$ cat src/rtl/core/apr_pkg.sv
// ----------------------------------------------------------------------------
// apr_pkg
// Shared types and constants of the addressed packet receiver.
// ----------------------------------------------------------------------------
`default_nettype none

package apr_pkg;

  // Frame geometry: eight bytes, position counter of three bits.
  localparam int unsigned FrameLen = 8;
  localparam int unsigned PosW     = $clog2(FrameLen);
  // Two frame slots in the buffer memory, one filling while the other drains.
  localparam int unsigned RamAw    = PosW + 1;
  localparam int unsigned RamDepth = 2 ** RamAw;

  // Byte positions inside a frame.
  localparam logic [PosW-1:0] PosDest  = 3'd0;
  localparam logic [PosW-1:0] PosSrc   = 3'd1;
  localparam logic [PosW-1:0] PosSeq   = 3'd2;
  localparam logic [PosW-1:0] PosCmd   = 3'd3;
  localparam logic [PosW-1:0] PosChan  = 3'd4;
  localparam logic [PosW-1:0] PosSize  = 3'd5;
  localparam logic [PosW-1:0] PosData  = 3'd6;
  localparam logic [PosW-1:0] PosCheck = 3'd7;

  // Command and channel codes.
  localparam logic [7:0]  CmdAck        = 8'h70;
  localparam int unsigned CmdAckReqBit  = 7;
  localparam logic [7:0]  LedChannel    = 8'h01;
  localparam logic [7:0]  OwnAddrRst    = 8'h02;

  // Output beat layout.
  localparam int unsigned OutDataW = 48;
  localparam int unsigned OutUserW = 4;

  // Drain sequencer states.
  typedef enum logic [1:0] {
    DrIdle,
    DrRead,
    DrWait,
    DrHold
  } apr_dr_state_e;

  // A completed frame handed from the framer to the drain sequencer.
  typedef struct packed {
    logic valid;
    logic slot;
    logic good;
    logic led;
  } apr_job_t;

endpackage

`default_nettype wire

$ cat src/rtl/core/apr_frame_ram.sv
// ----------------------------------------------------------------------------
// apr_frame_ram
// Frame buffer: one write port, one read port with registered read data.
// ----------------------------------------------------------------------------
`default_nettype none

module apr_frame_ram (
  input  logic                    clk_i,
  input  logic                    we_i,
  input  logic [apr_pkg::RamAw-1:0] waddr_i,
  input  logic [7:0]              wdata_i,
  input  logic                    re_i,
  input  logic [apr_pkg::RamAw-1:0] raddr_i,
  output logic [7:0]              rdata_o
);
  import apr_pkg::*;

  logic [7:0] mem_q [RamDepth];
  logic [7:0] rdata_q;

  always_ff @(posedge clk_i) begin
    if (we_i) begin
      mem_q[waddr_i] <= wdata_i;
    end
  end

  always_ff @(posedge clk_i) begin
    if (re_i) begin
      rdata_q <= mem_q[raddr_i];
    end
  end

  assign rdata_o = rdata_q;

endmodule

`default_nettype wire

$ cat src/rtl/core/apr_framer.sv
// ----------------------------------------------------------------------------
// apr_framer
// Receive side: address matching, frame position, running checksum and LED.
// ----------------------------------------------------------------------------
`default_nettype none

module apr_framer (
  input  logic                      clk_i,
  input  logic                      rst_ni,
  input  logic                      cfg_we_i,
  input  logic [7:0]                cfg_wdata_i,
  input  logic                      s_axis_tvalid,
  output logic                      s_axis_tready,
  input  logic [7:0]                s_axis_tdata,
  input  logic                      s_axis_tuser,
  input  logic                      job_ready_i,
  output apr_pkg::apr_job_t         job_o,
  output logic                      ram_we_o,
  output logic [apr_pkg::RamAw-1:0] ram_waddr_o,
  output logic [7:0]                ram_wdata_o
);
  import apr_pkg::*;

  logic [7:0]      own_q;
  logic [PosW-1:0] pos_q, pos_d;
  logic            slot_q, slot_d;
  logic            led_q, led_d;
  logic [7:0]      sum_q, sum_d;
  logic            ch1_q, ch1_d;
  logic            nz_q, nz_d;
  logic            accept;
  logic            good;
  logic            led_next;

  // The closing byte waits while the drain side still holds the other slot.
  assign s_axis_tready = !((pos_q == PosCheck) && !job_ready_i);
  assign accept        = s_axis_tvalid && s_axis_tready;

  // Sum of bytes 0 to 6 is in sum_q when the checksum byte arrives.
  assign good     = (~sum_q) == s_axis_tdata;
  assign led_next = (good && ch1_q) ? (nz_q ? ~led_q : 1'b0) : led_q;

  always_comb begin
    pos_d       = pos_q;
    slot_d      = slot_q;
    led_d       = led_q;
    sum_d       = sum_q;
    ch1_d       = ch1_q;
    nz_d        = nz_q;
    ram_we_o    = 1'b0;
    ram_waddr_o = {slot_q, pos_q};
    ram_wdata_o = s_axis_tdata;
    job_o.valid = 1'b0;
    job_o.slot  = slot_q;
    job_o.good  = good;
    job_o.led   = led_next;
    if (accept) begin
      if (s_axis_tuser) begin
        pos_d = PosDest;
        if (s_axis_tdata == own_q) begin
          ram_we_o    = 1'b1;
          ram_waddr_o = {slot_q, PosDest};
          sum_d       = s_axis_tdata;
          pos_d       = PosSrc;
        end
      end else if (pos_q != PosDest) begin
        ram_we_o = 1'b1;
        sum_d    = sum_q + s_axis_tdata;
        if (pos_q == PosChan) begin
          ch1_d = s_axis_tdata == LedChannel;
        end
        if (pos_q == PosData) begin
          nz_d = s_axis_tdata != 8'h00;
        end
        if (pos_q == PosCheck) begin
          job_o.valid = 1'b1;
          led_d       = led_next;
          slot_d      = ~slot_q;
          pos_d       = PosDest;
        end else begin
          pos_d = pos_q + PosW'(1);
        end
      end
    end
  end

  always_ff @(posedge clk_i or negedge rst_ni) begin
    if (!rst_ni) begin
      own_q  <= OwnAddrRst;
      pos_q  <= PosDest;
      slot_q <= 1'b0;
      led_q  <= 1'b0;
    end else begin
      if (cfg_we_i) begin
        own_q <= cfg_wdata_i;
      end
      pos_q  <= pos_d;
      slot_q <= slot_d;
      led_q  <= led_d;
    end
  end

  always_ff @(posedge clk_i) begin
    sum_q <= sum_d;
    ch1_q <= ch1_d;
    nz_q  <= nz_d;
  end

endmodule

`default_nettype wire

$ cat src/rtl/core/apr_drain.sv
// ----------------------------------------------------------------------------
// apr_drain
// Drain sequencer: reads a finished frame slot byte by byte and builds the
// output beat in a register of its own.
// ----------------------------------------------------------------------------
`default_nettype none

module apr_drain (
  input  logic                          clk_i,
  input  logic                          rst_ni,
  input  apr_pkg::apr_job_t             job_i,
  output logic                          job_ready_o,
  output logic                          ram_re_o,
  output logic [apr_pkg::RamAw-1:0]     ram_raddr_o,
  input  logic [7:0]                    ram_rdata_i,
  output logic                          m_axis_tvalid,
  input  logic                          m_axis_tready,
  output logic [apr_pkg::OutDataW-1:0]  m_axis_tdata,
  output logic [apr_pkg::OutUserW-1:0]  m_axis_tuser
);
  import apr_pkg::*;

  apr_dr_state_e state_q, state_d;
  logic [PosW-1:0] idx_q;
  logic [PosW-1:0] rd_tag_q;
  logic            rd_vld_q;
  logic            slot_q, good_q, led_q;
  logic [7:0]      src_q, seq_q, cmd_q, chan_q, size_q, pay_q;
  logic            out_valid_q;
  logic [OutDataW-1:0] out_data_q;
  logic [OutUserW-1:0] out_user_q;
  logic            out_free;
  logic            out_load;
  logic            job_take;

  assign out_free = !out_valid_q || m_axis_tready;
  assign job_take = job_i.valid && job_ready_o;

  always_comb begin
    state_d = state_q;
    unique case (state_q)
      DrIdle: begin
        if (job_i.valid) begin
          state_d = DrRead;
        end
      end
      DrRead: begin
        if (idx_q == PosData) begin
          state_d = DrWait;
        end
      end
      DrWait: begin
        state_d = DrHold;
      end
      DrHold: begin
        if (out_free) begin
          state_d = job_i.valid ? DrRead : DrIdle;
        end
      end
      default: begin
        state_d = DrIdle;
      end
    endcase
  end

  // A new frame may be taken in the same cycle as the finished beat moves out.
  always_comb begin
    job_ready_o = (state_q == DrIdle) || ((state_q == DrHold) && out_free);
    ram_re_o    = state_q == DrRead;
    ram_raddr_o = {slot_q, idx_q};
    out_load    = (state_q == DrHold) && out_free;
  end

  always_ff @(posedge clk_i or negedge rst_ni) begin
    if (!rst_ni) begin
      state_q     <= DrIdle;
      rd_vld_q    <= 1'b0;
      out_valid_q <= 1'b0;
    end else begin
      state_q  <= state_d;
      rd_vld_q <= ram_re_o;
      if (out_load) begin
        out_valid_q <= 1'b1;
      end else if (m_axis_tready) begin
        out_valid_q <= 1'b0;
      end
    end
  end

  always_ff @(posedge clk_i) begin
    if (job_take) begin
      slot_q <= job_i.slot;
      good_q <= job_i.good;
      led_q  <= job_i.led;
      idx_q  <= PosSrc;
    end else if (state_q == DrRead) begin
      idx_q <= idx_q + PosW'(1);
    end
    rd_tag_q <= idx_q;
    if (rd_vld_q) begin
      unique case (rd_tag_q)
        PosSrc:  src_q  <= ram_rdata_i;
        PosSeq:  seq_q  <= ram_rdata_i;
        PosCmd:  cmd_q  <= ram_rdata_i;
        PosChan: chan_q <= ram_rdata_i;
        PosSize: size_q <= ram_rdata_i;
        PosData: pay_q  <= ram_rdata_i;
        default: ;
      endcase
    end
    if (out_load) begin
      out_data_q <= {pay_q, size_q, chan_q, cmd_q, seq_q, src_q};
      out_user_q <= {led_q, cmd_q == CmdAck, cmd_q[CmdAckReqBit], good_q};
    end
  end

  assign m_axis_tvalid = out_valid_q;
  assign m_axis_tdata  = out_data_q;
  assign m_axis_tuser  = out_user_q;

endmodule

`default_nettype wire

$ cat src/rtl/core/addressed_packet_receiver.sv
// ----------------------------------------------------------------------------
// addressed_packet_receiver
// Nine-bit address-mark packet receiver with checksum check and LED control.
// ----------------------------------------------------------------------------
// The receiver takes one character beat per clock while s_axis_tready is high:
// the data byte on s_axis_tdata and the address mark on s_axis_tuser. Bytes of
// an open frame are written into a two-slot frame buffer memory while a running
// checksum, the channel test and the LED state are kept in registers. When the
// eighth byte arrives the filled slot is handed to a drain sequencer, which
// reads the six reported bytes through the single read port and places one
// packet beat in the output register once it is free; meanwhile the next frame
// fills the other slot. A frame costs at least eight input beats, so frames can
// follow back to back, and a checksum byte is only held back while the previous
// packet is still being read out or is waiting for the output register to
// empty. The own address resets to 2; it must be written through cfg_we_i and
// cfg_wdata_i only while the block is idle, which the block does not enforce.
// ----------------------------------------------------------------------------
`default_nettype none

module addressed_packet_receiver (
  input  logic        clk_i,
  input  logic        rst_ni,
  input  logic        cfg_we_i,
  input  logic [7:0]  cfg_wdata_i,    // own_address
  input  logic        s_axis_tvalid,
  output logic        s_axis_tready,
  input  logic [7:0]  s_axis_tdata,   // [7:0] rx_byte
  input  logic        s_axis_tuser,   // [0] address_mark
  output logic        m_axis_tvalid,
  input  logic        m_axis_tready,
  // [7:0] source_address, [15:8] sequence_number, [23:16] command_byte,
  // [31:24] channel_number, [39:32] size_byte, [47:40] payload_byte
  output logic [47:0] m_axis_tdata,
  // [0] checksum_ok, [1] ack_requested, [2] is_acknowledge, [3] led_on
  output logic [3:0]  m_axis_tuser
);
  import apr_pkg::*;

  apr_job_t         job;
  logic             job_ready;
  logic             ram_we;
  logic [RamAw-1:0] ram_waddr;
  logic [7:0]       ram_wdata;
  logic             ram_re;
  logic [RamAw-1:0] ram_raddr;
  logic [7:0]       ram_rdata;

  apr_framer u_framer (
    .clk_i         (clk_i),
    .rst_ni        (rst_ni),
    .cfg_we_i      (cfg_we_i),
    .cfg_wdata_i   (cfg_wdata_i),
    .s_axis_tvalid (s_axis_tvalid),
    .s_axis_tready (s_axis_tready),
    .s_axis_tdata  (s_axis_tdata),
    .s_axis_tuser  (s_axis_tuser),
    .job_ready_i   (job_ready),
    .job_o         (job),
    .ram_we_o      (ram_we),
    .ram_waddr_o   (ram_waddr),
    .ram_wdata_o   (ram_wdata)
  );

  apr_frame_ram u_ram (
    .clk_i   (clk_i),
    .we_i    (ram_we),
    .waddr_i (ram_waddr),
    .wdata_i (ram_wdata),
    .re_i    (ram_re),
    .raddr_i (ram_raddr),
    .rdata_o (ram_rdata)
  );

  apr_drain u_drain (
    .clk_i         (clk_i),
    .rst_ni        (rst_ni),
    .job_i         (job),
    .job_ready_o   (job_ready),
    .ram_re_o      (ram_re),
    .ram_raddr_o   (ram_raddr),
    .ram_rdata_i   (ram_rdata),
    .m_axis_tvalid (m_axis_tvalid),
    .m_axis_tready (m_axis_tready),
    .m_axis_tdata  (m_axis_tdata),
    .m_axis_tuser  (m_axis_tuser)
  );

endmodule

`default_nettype wire

$ cat config.mk
export PLATFORM = sky130hd
export DESIGN_NAME = addressed_packet_receiver
export DESIGN_NICKNAME = d
export VERILOG_FILES = /design/src/rtl/core/apr_pkg.sv /design/src/rtl/core/apr_frame_ram.sv /design/src/rtl/core/apr_framer.sv /design/src/rtl/core/apr_drain.sv /design/src/rtl/core/addressed_packet_receiver.sv
export SDC_FILE = /design/constraint.sdc
export NUM_CORES = 1
export LEC_CHECK = 0
export BUFFER_PORTS_ARGS = -buffer_cell sky130_fd_sc_hd__buf_4
export CAP_MARGIN = 10
export CORE_ASPECT_RATIO = 0.6
export CORE_MARGIN = 2
export CORE_UTILIZATION = 30
export DETAILED_ROUTE_END_ITERATION = 10
export SYNTH_ARGS = -nofsm -noshare
export SYNTH_HDL_FRONTEND = slang
export SYNTH_SLANG_ARGS = --single-unit
$ cat constraint.sdc
create_clock -name clk_i -period 3 [get_ports clk_i]
set_clock_uncertainty 0.05 [all_clocks]
set_input_delay 0.45 -clock clk_i [delete_from_list [all_inputs] [get_ports clk_i]]
set_output_delay 0.45 -clock clk_i [all_outputs]
set_load 0.005 [all_outputs]
* Word-level counts from Yosys, hierarchy flattened
Memories as Yosys holds them, arrays and structs flattened. A register that Yosys moved wholly into a read port is not among the register bits.
Cells that the tools add are included.
** Storage, ports and cells
- Flip-flop bits (word level) :: 136
- Memory bits (writable) :: 128
- Bits of input ports :: 22
- Word-level logic and storage cells :: 108
- Memories kept :: 1
** Memory list
- u_ram.mem_q :: words 16, width 8, rd ports 1, clocked after memory_dff 1, write ports 1, RTL line apr_frame_ram.sv:18 : logic [7:0] mem_q [RamDepth];
** Cells by class
- Add/subtract/negate cells :: 3
- Eq/ne operators :: 21
- Mux-type cells :: 29
- Bitwise gates (word level) :: 4
- Reduce and logical (&&, ||, !) cells :: 27
** Operators with widths (count)
- $mux 8 :: 3
- $eq 3x3->1 const B :: 7
- $mux 3 :: 6
- $eq 8x8->1 :: 2
- $mux 1 :: 16
- $reduce_and 2->1 :: 7
- $reduce_and 4->1 :: 3
- $add 8x8->8 :: 1
- $eq 8x1->1 const B :: 1
- $eq 8x7->1 const B :: 1
- $not 8->8 :: 1
- $pmux 2 s4 :: 1
- $reduce_bool 8->1 :: 1
- $add 3x1->3 const B :: 2
- $eq 3x2->1 const B :: 2
- $mux 2 :: 3
- $ne 2x1->1 const B :: 3
- $reduce_and 3->1 :: 2
- $logic_and 1x1->1 :: 5
- $eq 2x2->1 const B :: 2
- $reduce_bool 2->1 :: 2
- $eq 3x1->1 const B :: 1
- $logic_not 1->1 :: 3
- $not 1->1 :: 3
- other kinds (5) :: 6

* Longest topological paths before layout
- Depth in word-level cells :: 12
- Depth in mapped cells :: 9
- Gate-level depth less buffers :: 8

* Modules after synthesis
A second synthesis with hierarchy kept.
** Unflattened totals
- Cells, all modules :: 546
- Area total of the unflattened synthesis :: 10452.5 sq um
** Modules (own cells, without submodules)
- apr_frame_ram :: instances 1, cells an instance 229, area an instance 5227.5 sq um, sequential area each 4083.9 sq um
- apr_drain :: instances 1, cells an instance 156, area an instance 3583.4 sq um, sequential area each 3283.1 sq um
- apr_framer :: instances 1, cells an instance 161, area an instance 1641.6 sq um, sequential area each 626.9 sq um

* Worst setup path after synthesis
OpenSTA, ideal clock, no wires.
- Kind :: reg2reg
- Start :: reg u_framer.pos_q[1]
- End :: mem u_ram.mem_q[2][0], enable pin
- Arrival time :: 2300 ps
- Required time :: 2555 ps
- Slack :: 255 ps
- Stages on the path, launching flop included :: 8
- Path through :: dfrtp_1 -> ha_1 -> ha_1 -> inv_1 -> a211o_1 -> nand2_1 -> nor2_1 -> nor4_1
** On the way
- Cells in the longest elaborated chain, start to end :: 7
** Ends and longest elaborated chain
- start, declared :: RTL line apr_framer.sv:25 : logic [PosW-1:0] pos_q, pos_d;
- start signal, assigned :: RTL line apr_framer.sv:90 : pos_q <= PosDest;
- start signal, assigned :: RTL line apr_framer.sv:97 : pos_q <= pos_d;
- $eq 3x3->1 (*) :: RTL line apr_framer.sv:36 : assign s_axis_tready = !((pos_q == PosCheck) && !job_ready_i);
- $logic_and 1x1->1 (*) :: RTL line apr_framer.sv:36
- $logic_not 1->1 (*) :: RTL line apr_framer.sv:36
- net s_axis_tready :: RTL line addressed_packet_receiver.sv:26 : output logic s_axis_tready,
- $logic_and 1x1->1 (*) :: RTL line apr_framer.sv:37 : assign accept = s_axis_tvalid && s_axis_tready;
- $mux 1 :: RTL line apr_framer.sv:57 : if (accept) begin
- $mux 1 :: RTL line apr_frame_ram.sv:22 : if (we_i) begin
- $mux 1 (not written as such) :: RTL line apr_frame_ram.sv:23 : mem_q[waddr_i] <= wdata_i;
- end, declared :: RTL line apr_frame_ram.sv:18
Mark *: on every way through the listed nets, which the timed path passes. The rest lies on a longest branch.

* Worst setup path in the final report
- Start :: reg u_framer.pos_q[0]
- End :: mem u_ram.mem_q[4][0], enable pin
** On the way
- Cells in the longest elaborated chain, start to end :: 7
** Ends and longest elaborated chain (RTL line)
- $eq 3x3->1 :: apr_framer.sv:36
- $logic_and 1x1->1 :: apr_framer.sv:36
- $logic_not 1->1 :: apr_framer.sv:36
- $logic_and 1x1->1 :: apr_framer.sv:37
- $mux 1 :: apr_framer.sv:57
- $mux 1 :: apr_frame_ram.sv:22
- $mux 1 (not written as such) :: apr_frame_ram.sv:23
Parallel ways exist; a longest one is shown, timed or not.

==> results list <==
* RSZ-0062 raised after global routing: false
- Result of the run: completed
* Endpoints failing hold: 0
- After synthesis the cells add up to 10400 um2.
* Final cycle utilization of the critical path: 88.36%
* Flip-flop and latch count after synthesis: 271
- Die X-Extent: 244.4 um
- Critical Path End Type: flip-flop
* Std-Cell Core Area: between 30000 and 40000 um2
- Leading area contributor after synthesis: sky130_fd_sc_hd__edfxtp_1
* Initial antenna violation count: 0
- STA classifies the critical path startpoint as a flip-flop.
- Final number of setup-violating endpoints: 0
* Setup TNS: 0 ns
- Via count of the first global-routing pass: 4845
- Routability-driven placement finished with a final weighted congestion of 0.8016.
* Final WS setup: ~0.35 ns
- In this run the worst hold path is classified as in2reg.
- Top-area cell type share of the netlist area: 71.62%
- In the routed layout, each cell is associated on average with a via count of 4.519.
* Half-perimeter wire length after detailed placement: 13520 um
- Based on the critical path, the design can be clocked at up to ~380 MHz.
* Max-capacitance violation count: 0
- Leak: 4.300 nW
- The max-slew violation count came to 0.
- During I/O placement, the number of pins put on the boundary was 76.
* Number of nets in the layout: 668
- Delay of the slowest critical-path stage: 0.48 ns
- Post-Syn Instances: 521
- Clock Root Buffer: sky130_fd_sc_hd__clkbuf_16
* Maximum net fanout on the critical path: 9
* Critical Path AT: 2.84 ns
- Total Die Area: about 36000 um2
- TritonCTS clock tree: built
- In this design, the critical path's most frequently occurring cell is sky130_fd_sc_hd__ha_1.
* First drt pass iteration count: 4
- Endpoint required time on the critical path: 3.19 ns
- Setup Slack @ Placement: 0.3656 ns
- Clock tree synthesis found a total of 271 sinks.
- Power per Cell Area: 838.9 nW/um2
* Clock buffer depth: 3
- Die H: roughly 150 um
- The design draws 10.41 mW.
- The netlist uses 50 different library cells.
- Row generation in the floorplan step produced between 50 and 60 rows.
- At the later pin of the worst-skew pair, clock insertion delay measures 0.53 ns.
- Counting flops with a built-in enable in the synthesized netlist gives 248.
- The number of clock buffers added by TritonCTS is 25.
- In the final layout, the share of cells above drive strength 1 is 24.42%.
- Average cell area after synthesis: between 15 and 20 um2
- Worst VDD drop: 445.5 uV
- For this run the aggregate overflow at the end of global routing stands at 0.
- Remaining DRCs: 0
- CP max stage cell: sky130_fd_sc_hd__dfrtp_1
- The filler cells instantiated in the layout total 3143.
- After clock tree synthesis, the clock-pin slew on the worst setup and hold paths is 0.06 ns.
* Routed len/inst: roughly 19 um
* Total track usage: 11.25%
- In this run, the number of DRC markers left after iteration 0 of detailed routing was 334.
- Wirelength, routed: between 20000 and 25000 um
* Effective utilization at floorplan: 30.68%
- In the post-synthesis netlist, the biggest area contributors are sky130_fd_sc_hd__edfxtp_1, sky130_fd_sc_hd__mux4_1, sky130_fd_sc_hd__dfrtp_1, sky130_fd_sc_hd__mux4_2, sky130_fd_sc_hd__ha_1.
- CTS built an H-tree with a depth of 1.
- Top FF cell, synth: sky130_fd_sc_hd__edfxtp_1
* Register area share after synthesis: between 70% and 80%
* Antenna viol nets, final: 0
- Summing over every cut layer, the via total after detailed routing is 5002.
- Pin count of the biggest net entering global routing: 50
- Slew @ Worst Pin: about 0.80 ns
- The setup path with the least slack is of type reg2reg.
* Buffers added on ports: 75
* Syn nets: 560
- Max-Slew Margin vs Limit: between 40% and 50%
* Min Tclk post-route: 2.651 ns
* Proportion of register bits with asynchronous set or reset after synthesis: 6.273%
- Layout overhead on the synthesized area: 19.29%
* Chain of cells forming the critical path: ha_1, ha_1, inv_1, a211o_1, nand2_1, or3_1, nor3_1, buf_4
- First-pass GRT wire length: 30590 um
* Warnings from Yosys: 0
-- final cells by class --
cell class	count	area, um2	area share, %
Inverter	15	56.30	0.4539
Sequential cell	271	7995	64.45
Antenna cell	1	2.502	0.02017
Clock buffer	33	655.6	5.285
Timing Repair Buffer	97	743.2	5.992
Clock inverter	12	130.1	1.049
Tap cell	459	574.3	4.630
Multi-Input combinational cell	219	2247	18.12
-- state kept, by name (all words and copies together), names as in the netlist, 2 cells and up --
| signal | cells |
|---|---|
| u_framer.own_q | 8 |
| u_drain.chan_q | 8 |
| u_ram.mem_q | 128 |
| u_drain.state_q | 2 |
| u_drain.m_axis_tuser | 4 |
| u_drain.size_q | 8 |
| u_drain.cmd_q | 8 |
| u_ram.rdata_o | 8 |
| u_drain.rd_tag_q | 3 |
| u_drain.m_axis_tdata | 47 |
| u_drain.pay_q | 8 |
| u_framer.pos_q | 3 |
| u_framer.sum_q | 8 |
| u_drain.src_q | 8 |
| u_drain.idx_q | 3 |
| u_drain.seq_q | 8 |
-- through the flow --
stage / utilization (%) / area [um2] / hold slack, ns / std cells
3_3_place_gp: 34.24 / 11610 / 0.2950 / 1060
2_1_floorplan: - / 10400 / 0.1044 / 521
3_5_place_dp: 34.24 / 11610 / 0.2966 / 1060
6_report: 36.59 / 12400 / 0.09361 / 1107
5_1_grt: 36.59 / 12400 / 0.07317 / 1106
4_1_cts: 36.59 / 12400 / 0.07535 / 1106
-- worst paths after layout --
path,from,to,slack (ns),depth (start not counted)
hold / removal,cfg_wdata_i[5],u_framer.own_q[5],0.09,2
setup reg to reg,u_framer.pos_q[0],u_ram.mem_q[4][0],0.35,8
min in group asynchronous,rst_ni,u_drain.m_axis_tvalid,0.28,2
setup / recovery,u_framer.pos_q[0],u_ram.mem_q[4][0],0.35,8
hold reg to reg,u_drain.seq_q[3],u_drain.m_axis_tdata[11],0.37,0
max in group asynchronous,rst_ni,u_framer.own_q[1],2.35,2
-- power breakdown --
part,leakage [nW],switching (mW),total [mW],internal [mW]
logic,1.42,1.17,2.20,1.03
registers,2.51,0.283,5.11,4.83
clock network,0.375,1.36,3.09,1.73
total,4.30,2.82,10.4,7.59
-- cells by family (layout without fill, tap and decap cells) --
| kind of cell | after synthesis | count (layout) | synth area share, % |
|---|---|---|---|
| AO/OA/AOI/OAI | 40 | 40 | 2.551 |
| XOR/XNOR | 14 | 14 | 1.179 |
| adder cells (fa/ha/maj) | 17 | 17 | 2.118 |
| buffers and inverters | 31 | 157 | 1.528 |
| flip-flops | 271 | 271 | 76.87 |
| multiplexers | 52 | 52 | 11.05 |
| other | 0 | 1 | 0 |
| AND/OR/NAND/NOR | 96 | 96 | 4.704 |
-- per-layer routing --
| layer | GRT usage, % | vias up | share of wire (%) |
|---|---|---|---|
| li1 | - | 2314 | - |
| met1 | 17.46 | 2504 | 51 |
| met2 | 15.09 | 156 | 40 |
| met3 | 3.753 | 28 | 8.0 |
| met4 | 2.287 | 0 | 1.4 |
| met5 | 0 | - | 0 |
-- cells in the final DEF (no fill, tap or decap), types with 2 or more instances in the layout --
cell and instances:
sky130_fd_sc_hd__edfxtp_1 248, sky130_fd_sc_hd__buf_4 95, sky130_fd_sc_hd__mux4_1 30, sky130_fd_sc_hd__nor2_1 26, sky130_fd_sc_hd__clkbuf_16 25, sky130_fd_sc_hd__nand2_1 18, sky130_fd_sc_hd__ha_1 16, sky130_fd_sc_hd__dfrtp_1 16
sky130_fd_sc_hd__inv_1 15, sky130_fd_sc_hd__mux2_2 12, sky130_fd_sc_hd__mux4_2 10, sky130_fd_sc_hd__o21ai_0 10, sky130_fd_sc_hd__xor2_1 10, sky130_fd_sc_hd__nand2b_1 10, sky130_fd_sc_hd__nor3_1 9, sky130_fd_sc_hd__clkbuf_1 8
sky130_fd_sc_hd__a21oi_1 7, sky130_fd_sc_hd__and2_1 6, sky130_fd_sc_hd__nor4_1 5, sky130_fd_sc_hd__dfxtp_1 5, sky130_fd_sc_hd__nor2b_1 4, sky130_fd_sc_hd__or3_1 4, sky130_fd_sc_hd__xnor2_1 4, sky130_fd_sc_hd__o21a_1 3
sky130_fd_sc_hd__nand3_1 3, sky130_fd_sc_hd__o22ai_1 3, sky130_fd_sc_hd__a21o_1 3, sky130_fd_sc_hd__clkinvlp_4 3, sky130_fd_sc_hd__clkinv_2 3, sky130_fd_sc_hd__o31ai_1 2, sky130_fd_sc_hd__a211oi_1 2, sky130_fd_sc_hd__nand4_1 2
sky130_fd_sc_hd__nand4b_1 2, sky130_fd_sc_hd__or4_1 2, sky130_fd_sc_hd__a2bb2oi_1 2, sky130_fd_sc_hd__inv_6 2, sky130_fd_sc_hd__bufinv_16 2
-- what timing repair did --
| action | 4_1_cts | 5_1_grt |
|---|---|---|
| setup buffers | 0 | 0 |
| endpoints found under the hold margin | 17 | 0 |
| hold buffers | 1 | 0 |
| resized for setup | 0 | 0 |
-- cells in the mapped netlist (7+ instances only) --
master,n
sky130_fd_sc_hd__o21ai_0,10
sky130_fd_sc_hd__mux4_1,30
sky130_fd_sc_hd__ha_1,16
sky130_fd_sc_hd__a21oi_1,7
sky130_fd_sc_hd__clkbuf_1,7
sky130_fd_sc_hd__nand2_1,18
sky130_fd_sc_hd__nor3_1,9
sky130_fd_sc_hd__and2_1,7
sky130_fd_sc_hd__nand2b_1,10
sky130_fd_sc_hd__inv_1,15
sky130_fd_sc_hd__nor2_1,26
sky130_fd_sc_hd__xor2_1,10
sky130_fd_sc_hd__mux2_2,12
sky130_fd_sc_hd__edfxtp_1,248
sky130_fd_sc_hd__mux4_2,10
sky130_fd_sc_hd__dfrtp_1,16
-- critical path, delay by kind of cell, from the launching register on --
family / cells / cell delay, ns
AO/OA/AOI/OAI: 1 / 0.18
adder cells (fa/ha/maj): 2 / 0.47
buffers and inverters: 2 / 0.31
flip-flops: 1 / 0.48
AND/OR/NAND/NOR: 3 / 0.86
Note: power is estimated with default switching activity, not from simulation.
